<file path="config.mk">
export PLATFORM = sky130hd
export DESIGN_NAME = fit_policy_block_placement
export DESIGN_NICKNAME = d
export VERILOG_FILES = /design/src/rtl/fpbp_pkg.sv /design/src/rtl/fpbp_cell.sv /design/src/rtl/fit_policy_block_placement.sv
export SDC_FILE = /design/constraint.sdc
export NUM_CORES = 2
export LEC_CHECK = 0
export BUFFER_PORTS_ARGS = -buffer_cell sky130_fd_sc_hd__buf_2
export CAP_MARGIN = 10
export CORE_MARGIN = 4
export CORE_UTILIZATION = 30
export DETAILED_ROUTE_END_ITERATION = 10
export GPL_ROUTABILITY_DRIVEN = 0
export PLACE_DENSITY = 0.4
export SKIP_LAST_GASP = 1
export SYNTH_ARGS = -nofsm -noshare
export SYNTH_HDL_FRONTEND = slang
export SYNTH_SLANG_ARGS = --single-unit
</file>
<file path="constraint.sdc">
create_clock -name clk -period 7.4 [get_ports clk]
set_input_delay 1.48 -clock clk [delete_from_list [all_inputs] [get_ports clk]]
set_output_delay 1.48 -clock clk [all_outputs]
set_load 0.02 [all_outputs]
</file>
<file path="src/rtl/fpbp_pkg.sv">
package fpbp_pkg;

    // Default sizing of the block table.
    localparam int NUM_BLOCKS_DEF = 16;
    localparam int SIZE_BITS_DEF  = 16;

    // Fixed widths of the request and result fields.
    localparam int BLOCK_FIELD_W = 4;
    localparam int SIZE_FIELD_W  = 16;
    localparam int COUNT_W       = 5;
    localparam int CFG_INDEX_W   = 2;
    localparam int CFG_DATA_W    = 5;

    // Selection rule; the unused code behaves as first fit.
    typedef enum logic [1:0] {
        POLICY_FIRST = 2'd0,
        POLICY_BEST  = 2'd1,
        POLICY_WORST = 2'd2
    } policy_t;

    // Register indexes on the configuration port.
    localparam logic [CFG_INDEX_W-1:0] CFG_FIT_POLICY    = 2'd0;
    localparam logic [CFG_INDEX_W-1:0] CFG_BLOCKS_IN_USE = 2'd1;

    // Request operation codes.
    localparam logic OP_LOAD  = 1'b0;
    localparam logic OP_PLACE = 1'b1;

endpackage

</file>
<file path="src/rtl/fpbp_cell.sv">
module fpbp_cell #(
    parameter int INDEX     = 0,
    parameter int IDX_W     = 4,
    parameter int SIZE_BITS = 16
) (
    input  logic                               clk,
    input  logic                               rst_n,
    input  fpbp_pkg::policy_t                  fit_policy,
    input  logic [fpbp_pkg::COUNT_W-1:0]       blocks_in_use,
    input  logic                               load_valid,
    input  logic [fpbp_pkg::BLOCK_FIELD_W-1:0] load_index,
    input  logic [SIZE_BITS-1:0]               load_size,
    input  logic                               commit_valid,
    input  logic [IDX_W-1:0]                   commit_index,
    input  logic                               tok_valid_in,
    input  logic                               tok_have_in,
    input  logic [IDX_W-1:0]                   tok_idx_in,
    input  logic [SIZE_BITS-1:0]               tok_left_in,
    input  logic [SIZE_BITS-1:0]               tok_size_in,
    output logic                               tok_valid_out,
    output logic                               tok_have_out,
    output logic [IDX_W-1:0]                   tok_idx_out,
    output logic [SIZE_BITS-1:0]               tok_left_out,
    output logic [SIZE_BITS-1:0]               tok_size_out
);
    import fpbp_pkg::*;

    localparam logic [IDX_W-1:0] OWN_IDX = IDX_W'(INDEX);

    logic                 used_reg;
    logic                 used_next;
    logic [SIZE_BITS-1:0] size_reg;
    logic                 tok_valid_reg;
    logic                 tok_have_reg;
    logic                 tok_have_next;
    logic [IDX_W-1:0]     tok_idx_reg;
    logic [IDX_W-1:0]     tok_idx_next;
    logic [SIZE_BITS-1:0] tok_left_reg;
    logic [SIZE_BITS-1:0] tok_left_next;
    logic [SIZE_BITS-1:0] tok_size_reg;

    logic                 load_hit;
    logic                 active;
    logic                 cand;
    logic                 better;
    logic                 take;
    logic [SIZE_BITS-1:0] left;

    assign load_hit = load_valid && (int'(load_index) == INDEX);
    assign active   = int'(blocks_in_use) > INDEX;

    // This block is a candidate when it is in range, free and big enough.
    assign cand = tok_valid_in && active && !used_reg && (size_reg >= tok_size_in);
    assign left = size_reg - tok_size_in;

    // Replacement rule against the best so far; ties keep the lower index.
    always_comb
    begin
        unique case (fit_policy)
            POLICY_BEST:  better = left < tok_left_in;
            POLICY_WORST: better = left > tok_left_in;
            default:      better = 1'b0;
        endcase
    end

    assign take = cand && (!tok_have_in || better);

    always_comb
    begin
        tok_have_next = tok_have_in || cand;
        tok_idx_next  = take ? OWN_IDX : tok_idx_in;
        tok_left_next = take ? left : tok_left_in;
    end

    // A load frees the block; the commit of a placement marks it used.
    always_comb
    begin
        priority if (load_hit)
            used_next = 1'b0;
        else if (commit_valid && (commit_index == OWN_IDX))
            used_next = 1'b1;
        else
            used_next = used_reg;
    end

    always_ff @(posedge clk or negedge rst_n)
    begin
        if (!rst_n)
        begin
            used_reg      <= 1'b0;
            tok_valid_reg <= 1'b0;
        end
        else
        begin
            used_reg      <= used_next;
            tok_valid_reg <= tok_valid_in;
        end
    end

    // Block size and the scan token's payload.
    always_ff @(posedge clk)
    begin
        if (load_hit)
        begin
            size_reg <= load_size;
        end
        tok_have_reg <= tok_have_next;
        tok_idx_reg  <= tok_idx_next;
        tok_left_reg <= tok_left_next;
        tok_size_reg <= tok_size_in;
    end

    assign tok_valid_out = tok_valid_reg;
    assign tok_have_out  = tok_have_reg;
    assign tok_idx_out   = tok_idx_reg;
    assign tok_left_out  = tok_left_reg;
    assign tok_size_out  = tok_size_reg;

endmodule

</file>
<file path="src/rtl/fit_policy_block_placement.sv">
// Fixed-partition block placement engine.
// Input channel (in_valid/in_ready) carries operation, block_index and item_size.
// A load request writes one block size into the table and marks that block free;
// it produces no result. A place request sends a token down
// a row of NUM_BLOCKS cells, one cell per cycle, each holding one block's size
// and used flag. The token keeps the best candidate under the configured policy
// (first, best or worst fit, ties to the lower index).
// Output channel (out_valid/out_ready) carries found, chosen_block and leftover.
// A place result passes from the last cell into a holding register and then into
// the output register; no new request is taken until it has left the holding
// register, so the block works on one place request at a time.
// Configuration (cfg_write, cfg_index, cfg_data) must be written while idle,
// unchecked by the block: register 0 selects the policy, register 1 the number of
// blocks scanned. Reset marks every block free and clears both registers; block
// sizes are undefined until loaded. If the receiver stalls, the finished result
// waits in a holding register and no new request is accepted until it has moved
// into the output register; the chosen block is marked used at that moment.
module fit_policy_block_placement #(
    parameter int NUM_BLOCKS = fpbp_pkg::NUM_BLOCKS_DEF,
    parameter int SIZE_BITS  = fpbp_pkg::SIZE_BITS_DEF
) (
    input  logic                               clk,
    input  logic                               rst_n,
    input  logic                               cfg_write,
    input  logic [fpbp_pkg::CFG_INDEX_W-1:0]   cfg_index,
    input  logic [fpbp_pkg::CFG_DATA_W-1:0]    cfg_data,
    input  logic                               in_valid,
    output logic                               in_ready,
    input  logic                               operation,
    input  logic [fpbp_pkg::BLOCK_FIELD_W-1:0] block_index,
    input  logic [fpbp_pkg::SIZE_FIELD_W-1:0]  item_size,
    output logic                               out_valid,
    input  logic                               out_ready,
    output logic                               found,
    output logic [fpbp_pkg::BLOCK_FIELD_W-1:0] chosen_block,
    output logic [fpbp_pkg::SIZE_FIELD_W-1:0]  leftover
);
    import fpbp_pkg::*;

    localparam int IDX_W = $clog2(NUM_BLOCKS);

    // Configuration registers.
    policy_t              fit_policy_reg;
    logic [COUNT_W-1:0]   blocks_in_use_reg;

    // Control state.
    logic                 busy_reg;
    logic                 busy_next;
    logic                 pend_valid_reg;
    logic                 pend_valid_next;
    logic                 out_valid_reg;
    logic                 out_valid_next;

    // Held and delivered results.
    logic                 pend_found_reg;
    logic [IDX_W-1:0]     pend_idx_reg;
    logic [SIZE_BITS-1:0] pend_left_reg;
    logic                 found_reg;
    logic [BLOCK_FIELD_W-1:0] chosen_reg;
    logic [SIZE_FIELD_W-1:0]  leftover_reg;

    logic                 accept;
    logic                 place_start;
    logic                 load_valid;
    logic                 drain;
    logic                 commit_valid;
    logic [31:0]          size_wide;
    logic [SIZE_BITS-1:0] size_in;
    logic [31:0]          idx_wide;
    logic [31:0]          left_wide;

    // Token links between the cells; link 0 is the injection point.
    logic                 tok_valid [NUM_BLOCKS+1];
    logic                 tok_have  [NUM_BLOCKS+1];
    logic [IDX_W-1:0]     tok_idx   [NUM_BLOCKS+1];
    logic [SIZE_BITS-1:0] tok_left  [NUM_BLOCKS+1];
    logic [SIZE_BITS-1:0] tok_size  [NUM_BLOCKS+1];

    assign in_ready    = !busy_reg;
    assign accept      = in_valid && in_ready;
    assign place_start = accept && (operation == OP_PLACE);
    assign load_valid  = accept && (operation == OP_LOAD);

    // Request size reduced to the table's size width.
    assign size_wide = 32'(item_size);
    assign size_in   = size_wide[SIZE_BITS-1:0];

    assign tok_valid[0] = place_start;
    assign tok_have[0]  = 1'b0;
    assign tok_idx[0]   = '0;
    assign tok_left[0]  = '0;
    assign tok_size[0]  = size_in;

    // Row of block cells.
    for (genvar g = 0; g < NUM_BLOCKS; g++)
    begin : g_cell
        fpbp_cell #(
            .INDEX     (g),
            .IDX_W     (IDX_W),
            .SIZE_BITS (SIZE_BITS)
        ) u_cell (
            .clk           (clk),
            .rst_n         (rst_n),
            .fit_policy    (fit_policy_reg),
            .blocks_in_use (blocks_in_use_reg),
            .load_valid    (load_valid),
            .load_index    (block_index),
            .load_size     (size_in),
            .commit_valid  (commit_valid),
            .commit_index  (pend_idx_reg),
            .tok_valid_in  (tok_valid[g]),
            .tok_have_in   (tok_have[g]),
            .tok_idx_in    (tok_idx[g]),
            .tok_left_in   (tok_left[g]),
            .tok_size_in   (tok_size[g]),
            .tok_valid_out (tok_valid[g+1]),
            .tok_have_out  (tok_have[g+1]),
            .tok_idx_out   (tok_idx[g+1]),
            .tok_left_out  (tok_left[g+1]),
            .tok_size_out  (tok_size[g+1])
        );
    end

    // A held result moves on when the output register is free or being taken.
    assign drain        = pend_valid_reg && (!out_valid_reg || out_ready);
    assign commit_valid = drain && pend_found_reg;

    always_comb
    begin
        priority if (place_start)
            busy_next = 1'b1;
        else if (drain)
            busy_next = 1'b0;
        else
            busy_next = busy_reg;
    end

    always_comb
    begin
        priority if (tok_valid[NUM_BLOCKS])
            pend_valid_next = 1'b1;
        else if (drain)
            pend_valid_next = 1'b0;
        else
            pend_valid_next = pend_valid_reg;
    end

    always_comb
    begin
        priority if (drain)
            out_valid_next = 1'b1;
        else if (out_ready)
            out_valid_next = 1'b0;
        else
            out_valid_next = out_valid_reg;
    end

    always_ff @(posedge clk or negedge rst_n)
    begin
        if (!rst_n)
        begin
            fit_policy_reg    <= POLICY_FIRST;
            blocks_in_use_reg <= '0;
            busy_reg          <= 1'b0;
            pend_valid_reg    <= 1'b0;
            out_valid_reg     <= 1'b0;
        end
        else
        begin
            if (cfg_write && (cfg_index == CFG_FIT_POLICY))
            begin
                fit_policy_reg <= policy_t'(cfg_data[1:0]);
            end
            if (cfg_write && (cfg_index == CFG_BLOCKS_IN_USE))
            begin
                blocks_in_use_reg <= cfg_data[COUNT_W-1:0];
            end
            busy_reg       <= busy_next;
            pend_valid_reg <= pend_valid_next;
            out_valid_reg  <= out_valid_next;
        end
    end

    // Result fields cut to the output widths.
    assign idx_wide  = 32'(pend_idx_reg);
    assign left_wide = 32'(pend_left_reg);

    always_ff @(posedge clk)
    begin
        if (tok_valid[NUM_BLOCKS])
        begin
            pend_found_reg <= tok_have[NUM_BLOCKS];
            pend_idx_reg   <= tok_idx[NUM_BLOCKS];
            pend_left_reg  <= tok_left[NUM_BLOCKS];
        end
        if (drain)
        begin
            found_reg    <= pend_found_reg;
            chosen_reg   <= idx_wide[BLOCK_FIELD_W-1:0];
            leftover_reg <= left_wide[SIZE_FIELD_W-1:0];
        end
    end

    assign out_valid    = out_valid_reg;
    assign found        = found_reg;
    assign chosen_block = chosen_reg;
    assign leftover     = leftover_reg;

endmodule

</file>
## After elaboration in Yosys (flattened, before gate mapping)

Cells that the tools add are included.

- Register bits: 912
- Bits in latches: 0
- Memory bits (writable): 0
- Bits in read-only memories: 0
- Input bits: 33
- Output and inout bits: 23
- Logic and storage cells: 489
- Memories kept: 0

- Add/subtract/negate cells: 16
- $mul: 0
- Div/mod/pow operators: 0
- Magnitude comparators: 62
- Eq/ne operators: 33
- Shifts and indexed selects: 0
- Mux-type cells: 68
- Bitwise operators: 1
- Reductions and logical operators: 188

Operators with widths:

| operator | number |
|---|---|
| 16-bit greater-or-equal comparator | 16 |
| 16-bit subtractor | 16 |
| 16-bit > comparator | 15 |
| 16-bit less-than comparator | 15 |
| 16-bit two-way mux | 15 |
| 1-bit logical AND | 102 |
| 4-bit == test (second input constant) | 16 |
| 5-bit by 4-bit > comparator with 1-bit output (second input constant) | 8 |
| 1-bit two-way mux | 38 |
| 2-bit nonzero test | 19 |
| 1-bit zero test | 33 |
| 4-bit by 3-bit == test with 1-bit output (second input constant) | 8 |
| 1-bit logical OR | 31 |
| 1-bit one-hot mux with 2 select lines | 15 |
| 5-bit by 3-bit > comparator with 1-bit output (second input constant) | 4 |
| 4-bit by 2-bit == test with 1-bit output (second input constant) | 4 |
| 5-bit by 1-bit > comparator with 1-bit output (second input constant) | 2 |
| 5-bit by 2-bit > comparator with 1-bit output (second input constant) | 2 |
| 4-bit by 1-bit == test with 1-bit output (second input constant) | 2 |
| 4-bit zero test | 2 |
| 2-bit by 1-bit == test with 1-bit output (second input constant) | 2 |
| 2-bit == test (second input constant) | 1 |
| 2-bit zero test | 1 |
| 1-bit NOT | 1 |

## Longest topological paths before layout

- Depth in word-level cells: 7
- Depth in mapped cells: 21
- Gate-level depth less buffers: 20

## By module

Synthesis repeated with hierarchy kept, for this count alone.

- Cell total of the unflattened synthesis: 4,402
- Area total of the unflattened synthesis: 48,032.3 µm²

Modules (own cells, without submodules):

| module | instances | cells an instance | area each (µm²) | sequential area each (µm²) |
|---|---|---|---|---|
| fpbp_cell at g_cell[7].u_cell | 1 | 276 | 2,972.9 | 1,271.2 |
| fpbp_cell at g_cell[8].u_cell | 1 | 284 | 2,967.8 | 1,271.2 |
| fpbp_cell at g_cell[12].u_cell | 1 | 274 | 2,946.6 | 1,271.2 |
| fpbp_cell at g_cell[13].u_cell | 1 | 276 | 2,924.1 | 1,271.2 |
| fpbp_cell at g_cell[14].u_cell | 1 | 275 | 2,924.1 | 1,271.2 |
| fpbp_cell at g_cell[4].u_cell | 1 | 268 | 2,922.8 | 1,271.2 |
| fpbp_cell at g_cell[15].u_cell | 1 | 265 | 2,902.8 | 1,271.2 |
| fpbp_cell at g_cell[6].u_cell | 1 | 273 | 2,886.5 | 1,271.2 |
| fpbp_cell at g_cell[1].u_cell | 1 | 265 | 2,884.0 | 1,271.2 |
| fpbp_cell at g_cell[5].u_cell | 1 | 265 | 2,880.3 | 1,271.2 |
| fpbp_cell at g_cell[11].u_cell | 1 | 265 | 2,874.0 | 1,271.2 |
| fpbp_cell at g_cell[3].u_cell | 1 | 265 | 2,872.8 | 1,271.2 |
| fpbp_cell at g_cell[9].u_cell | 1 | 274 | 2,866.5 | 1,271.2 |
| fpbp_cell at g_cell[2].u_cell | 1 | 266 | 2,861.5 | 1,271.2 |
| +3 rows | - | - | - | - |

## Least setup slack after synthesis

Ideal clock, no wire load.

- Kind: register -> register
- Start point: register g_cell[3].u_cell.tok_size_reg[1]
- End point: register g_cell[4].u_cell.tok_left_reg[10]
- Library setup time: 0.121 ns
- Arrival time: 4.113 ns
- Data required time: 7.279 ns
- Slack: 3.166 ns
- Stages on the path, launching flop included: 20
- Buffers on the path: 1
- Clock period less this slack: 4.234 ns
- Cells stage by stage: dfxtp_1 -> inv_1 -> ha_1 -> nor2b_1 -> o31a_1 -> o221a_2 -> o41ai_2 -> o21ai_1 -> a211o_1 -> and3_1 -> nor2_1 -> ha_1 -> and4_1 -> a221oi_1 -> o21ai_0 -> a311oi_1 -> or2_2 -> inv_2 -> buf_4 -> mux2_2

- Longest elaborated chain between the ends: 6
- Elaborated cells on any way between the ends: 9
- Classes of those cells: add/sub: 1; order compare: 3; mux: 2; reduce/logical: 3

RTL lines:

| element | RTL line | text |
|---|---|---|
| start, declared | fpbp_cell.sv:40 | `logic [SIZE_BITS-1:0] tok_size_reg;` |
| start signal, assigned | fpbp_cell.sv:110 | `tok_size_reg <= tok_size_in;` |
| 16-bit subtractor | fpbp_cell.sv:54 | `assign left = size_reg - tok_size_in;` |
| 16-bit > comparator / 16-bit less-than comparator (equally long branches) | fpbp_cell.sv:61, fpbp_cell.sv:60 |  |
| 1-bit one-hot mux with 2 select lines | fpbp_cell.sv:59 | `unique case (fit_policy)` |
| 1-bit logical OR | fpbp_cell.sv:66 | `assign take = cand && (!tok_have_in \|\| better);` |
| 1-bit logical AND (*) | fpbp_cell.sv:66 |  |
| net g_cell[4].u_cell.take | fpbp_cell.sv:46 | `logic take;` |
| 16-bit two-way mux (*) | fpbp_cell.sv:72 | `tok_left_next = take ? left : tok_left_in;` |
| net g_cell[4].u_cell.tok_left_next[10] | fpbp_cell.sv:39 | `logic [SIZE_BITS-1:0] tok_left_next;` |
| end signal, assigned | fpbp_cell.sv:109 | `tok_left_reg <= tok_left_next;` |
| end, declared | fpbp_cell.sv:38 | `logic [SIZE_BITS-1:0] tok_left_reg;` |

Mark *: on every way through the listed nets, which the timed path passes. The rest lies on a longest branch.
A chain may end at the register's enable or synchronous reset.

## Worst setup path after layout

- Start point: register g_cell[11].u_cell.tok_size_reg[1]
- End point: register g_cell[12].u_cell.tok_left_reg[13]

- Longest elaborated chain between the ends: 6
- Elaborated cells on any way between the ends: 9
- Classes of those cells: add/sub: 1; order compare: 3; mux: 2; reduce/logical: 3

RTL lines:

| element | RTL line |
|---|---|
| start, declared | fpbp_cell.sv:40 |
| start signal, assigned | fpbp_cell.sv:110 |
| 16-bit subtractor | fpbp_cell.sv:54 |
| 16-bit > comparator / 16-bit less-than comparator (equally long branches) | fpbp_cell.sv:61, fpbp_cell.sv:60 |
| 1-bit one-hot mux with 2 select lines | fpbp_cell.sv:59 |
| 1-bit logical OR | fpbp_cell.sv:66 |
| 1-bit logical AND | fpbp_cell.sv:66 |
| 16-bit two-way mux (*) | fpbp_cell.sv:72 |
| net g_cell[12].u_cell.tok_left_next[13] | fpbp_cell.sv:39 |
| end signal, assigned | fpbp_cell.sv:109 |
| end, declared | fpbp_cell.sv:38 |

Marked as above.

==> metrics.txt <==
Final Net Count=between 4000 and 5000; number of setup buffers added after CTS=0; depth of the worst register-to-register path=17; std cell rows=between 100 and 150; top post-synthesis cells by area=sky130_fd_sc_hd__dfxtp_1, sky130_fd_sc_hd__edfxtp_1, sky130_fd_sc_hd__ha_1, sky130_fd_sc_hd__inv_1, sky130_fd_sc_hd__mux2_2; type of destination of the critical path=register; total of cells resized after clock tree synthesis=0; Reg2Reg Capture Point=g_cell[12].u_cell.tok_left_out[13]; routed wire length per instance=about 20 µm; Initial Utilization=0.302; hold violation count in the final report=0; Remaining Overflow, GRT=0; Clock Tree Root=sky130_fd_sc_hd__clkbuf_16; wire length of the first global-routing pass=192000 µm; CTS Hold Buffers Added=0; maximum number of buffers from clock root to sink=3; clock input transition at the sequential cells of the worst setup and hold paths=approximately 0.060 ns; count of max-cap constraint violations=0; number of port buffers=between 50 and 60; origin of the critical flop-to-flop path=g_cell[11].u_cell.tok_size_out[1]; post-DP HPWL=around 97000 µm; part of the cycle the worst path needs=0.741; run status=finished, final reports clean; async set or reset register ratio after synthesis=0.0466; cell type with the largest total area after synthesis=sky130_fd_sc_hd__dfxtp_1; Finish-stage setup viols=0; top-area cell type share of the netlist area=0.252; setup repair after global routing missed its margin=no; per-instance average area after synthesis=10.7 µm²; Cell variety after synth=slightly below 90; TNS Setup=0 ns; global routing usage summed across all routing layers=0.164; Hold Path Sink=g_cell[12].u_cell.tok_size_out[2]; biggest fanout along the worst timing path=20; critical path data required time=about 8.0 ns; vias after detailed routing=about 30000; Detailed Routing Iterations Pass 1=7; via count of the first global-routing pass=around 30000; final routed DRC violation total=0; worst relative slew slack=0.161; clock tree from TritonCTS=yes; die boundary width=between 300 and 400 µm; count of state elements after synthesis=between 900 and 1000; achievable frequency=approximately 180 MHz; Post-Syn Instances=~4200; final critical delay including setup and external delays=5.48 ns; r2r setup slk=1.92 ns; power per cell area=228 nW/µm²; combined area of all synthesized cells=~45000 µm²; clock sink count=approximately 900; number of buffers inserted during clock tree synthesis=106; most instantiated flip-flop cell in the synthesis netlist=sky130_fd_sc_hd__dfxtp_1; count of pins over their slew limit=0; leakage power of the design=approximately 21 nW; number of nets with antenna violations after routing=0; Max IR drop VDD=between 0.15 and 0.2 mV; worst setup path class=reg -> reg; cell count of the worst hold path=0; area growth from synthesis to layout=14.2%; number of standard cells in the final layout excluding fillers=between 6000 and 7000; clock latency on the worst-skew pair=0.72 ns; die footprint=between 150000 and 200000 µm²; sequential element share of the synthesized area=0.476; startpoint of the lowest-slack hold path=g_cell[11].u_cell.tok_size_out[2]; Post-Syn Nets=about 4700; arrival time at the worst endpoint=roughly 6 ns; first-iteration detailed-routing DRC count=1900; number of top-level design ports=56; Clock Skew=approximately 0.039 ns; Vias per Instance=approximately 4.7; transition time at the pin with the least slew margin=between 1 and 1.5 ns; fraction of layout cells with a size suffix above 1=0.123; maximum number of pins on one net before global-route repair=43; Critical Path Source Type=register; cell count after placement=6153; initial antenna violation count=13; final routed wirelength across all metal layers=128000 µm; count of flip-flops with a built-in enable after synthesis=a little under 300; path class of the lowest-slack min-delay path=reg -> reg; vertical die dimension=between 300 and 400 µm; synth warn=0; area of the placeable core=148000 µm²; H-tree depth=3
stage by stage:
| step | utilization | total power (W) | setup slack, ns | hold WS, ns | cell area [µm²] |
|---|---|---|---|---|---|
| after floorplan | - | 0.00611 | 3.17 | 0.331 | 44600 |
| after global placement | 0.321 | 0.00652 | 2.01 | 0.335 | 47400 |
| after detailed placement | 0.321 | 0.00652 | 1.99 | 0.336 | 47400 |
| after CTS | 0.345 | 0.0118 | 1.94 | 0.309 | 50900 |
| after global routing | 0.345 | 0.0122 | 1.54 | 0.322 | 50900 |
| final | 0.345 | 0.0116 | 1.92 | 0.318 | 50900 |
placed cells by master, fill, tap and decap left out, types with 18 or more instances in the layout:
cell,n
sky130_fd_sc_hd__clkinv_2,23
sky130_fd_sc_hd__clkbuf_16,109
sky130_fd_sc_hd__nor2b_1,86
sky130_fd_sc_hd__o31ai_1,25
sky130_fd_sc_hd__xor2_1,43
sky130_fd_sc_hd__nand2_1,130
sky130_fd_sc_hd__or3_1,18
sky130_fd_sc_hd__o21a_1,72
sky130_fd_sc_hd__a211oi_1,22
sky130_fd_sc_hd__inv_1,611
sky130_fd_sc_hd__clkbuf_1,29
sky130_fd_sc_hd__or2_2,35
sky130_fd_sc_hd__a31oi_1,30
sky130_fd_sc_hd__nor3b_1,19
sky130_fd_sc_hd__and2_1,22
sky130_fd_sc_hd__ha_1,498
sky130_fd_sc_hd__edfxtp_1,298
sky130_fd_sc_hd__nand3_1,42
sky130_fd_sc_hd__clkbuf_8,18
sky130_fd_sc_hd__nand4_1,77
sky130_fd_sc_hd__o211ai_1,19
sky130_fd_sc_hd__o21ai_0,163
sky130_fd_sc_hd__o31a_1,21
sky130_fd_sc_hd__mux2i_1,36
sky130_fd_sc_hd__buf_4,36
sky130_fd_sc_hd__nor3_1,56
sky130_fd_sc_hd__xnor2_1,124
sky130_fd_sc_hd__a21oi_1,226
sky130_fd_sc_hd__dfrtp_1,42
sky130_fd_sc_hd__dfxtp_1,561
sky130_fd_sc_hd__mux2_2,197
sky130_fd_sc_hd__buf_2,55
sky130_fd_sc_hd__nand2b_1,52
sky130_fd_sc_hd__nor2_1,224
sky130_fd_sc_hd__a21o_1,113
layout make-up:
| class | instances | area, µm² |
|---|---|---|
| fill | 14800 | 96700 |
| sequential | 901 | 21200 |
| multi-input combinational | 2619 | 20900 |
| clock buffer | 156 | 3080 |
| tap | 1930 | 2410 |
| inverter | 612 | 2300 |
| timing repair buffer | 93 | 572 |
| clock inverter | 43 | 400 |
| antenna | 3 | 7.51 |
cells by family after synthesis:
logic type                 after synthesis  synth area share
xor gates and xnor gates               167            0.0328
AOI/OAI and AO/OA                      841             0.126
buffers and inverters                  651            0.0562
DFF                                    901             0.476
muxes                                  250            0.0630
adders and majority gates              514             0.147
and+or+nand+nor                        847            0.0988
layer usage:
metal / up-vias / track usage / routed length, µm
met1: 14200 / 0.215 / 58500
met5: - / 0 / 23
met2: 491 / 0.283 / 61500
met4: 4 / 0.0363 / 2570
met3: 160 / 0.0257 / 4970
li1: 15100 / - / -
synthesized netlist by cell type (36+ instances only):
cell                       count
sky130_fd_sc_hd__o21ai_0     163
sky130_fd_sc_hd__nor2_1      226
sky130_fd_sc_hd__edfxtp_1    298
sky130_fd_sc_hd__dfxtp_1     561
sky130_fd_sc_hd__a21oi_1     227
sky130_fd_sc_hd__a21o_1      113
sky130_fd_sc_hd__o21a_1       72
sky130_fd_sc_hd__nor3_1       61
sky130_fd_sc_hd__nand3_1      42
sky130_fd_sc_hd__nand2b_1     52
sky130_fd_sc_hd__nand4_1      77
sky130_fd_sc_hd__nand2_1     130
sky130_fd_sc_hd__mux2i_1      36
sky130_fd_sc_hd__nor2b_1      87
sky130_fd_sc_hd__inv_1       611
sky130_fd_sc_hd__ha_1        498
sky130_fd_sc_hd__dfrtp_1      42
sky130_fd_sc_hd__mux2_2      197
sky130_fd_sc_hd__xnor2_1     124
sky130_fd_sc_hd__xor2_1       43
how the worst max path moves through the flow:
stage                                      start                                  to  slack [ns]  depth (start not counted)
6_report       g_cell[11].u_cell.tok_size_out[1]  g_cell[12].u_cell.tok_left_out[13]        1.92                         17
2_1_floorplan   g_cell[3].u_cell.tok_size_out[1]   g_cell[4].u_cell.tok_left_out[10]        3.17                         19
5_1_grt        g_cell[11].u_cell.tok_size_out[1]  g_cell[12].u_cell.tok_left_out[13]        1.54                         17
3_3_place_gp   g_cell[13].u_cell.tok_size_out[1]   g_cell[14].u_cell.tok_left_out[2]        2.01                         17
3_5_place_dp   g_cell[11].u_cell.tok_size_out[1]   g_cell[12].u_cell.tok_left_out[6]        1.99                         17
4_1_cts        g_cell[11].u_cell.tok_size_out[1]  g_cell[12].u_cell.tok_left_out[13]        1.94                         17
worst max-delay path: stages, from the launching register on:
cell                      delay, ns
sky130_fd_sc_hd__dfxtp_1       0.37
sky130_fd_sc_hd__inv_1         0.06
sky130_fd_sc_hd__ha_1          0.30
sky130_fd_sc_hd__nor2b_1       0.15
sky130_fd_sc_hd__o31a_1        0.28
sky130_fd_sc_hd__nor4_1        0.51
sky130_fd_sc_hd__o21ai_0       0.31
sky130_fd_sc_hd__a41oi_1       0.34
sky130_fd_sc_hd__nor2b_1       0.19
sky130_fd_sc_hd__xnor2_1       0.16
sky130_fd_sc_hd__ha_1          0.28
sky130_fd_sc_hd__a21o_1        0.15
sky130_fd_sc_hd__a21o_1        0.17
sky130_fd_sc_hd__a21oi_1       0.18
sky130_fd_sc_hd__o21ai_0       0.18
sky130_fd_sc_hd__or3_1         0.39
sky130_fd_sc_hd__a41oi_2       0.93
sky130_fd_sc_hd__mux2_2        0.42
where the power goes:
group / total (W) / leakage (nW) / switching (W) / internal, W
registers: 0.00526 / 7.96 / 0.0000800 / 0.00518
logic: 0.00114 / 11.8 / 0.000682 / 0.000455
clock network: 0.00520 / 1.73 / 0.00214 / 0.00306
total: 0.0116 / 21.5 / 0.00291 / 0.00870
Note: power is estimated with default switching activity, not from simulation.
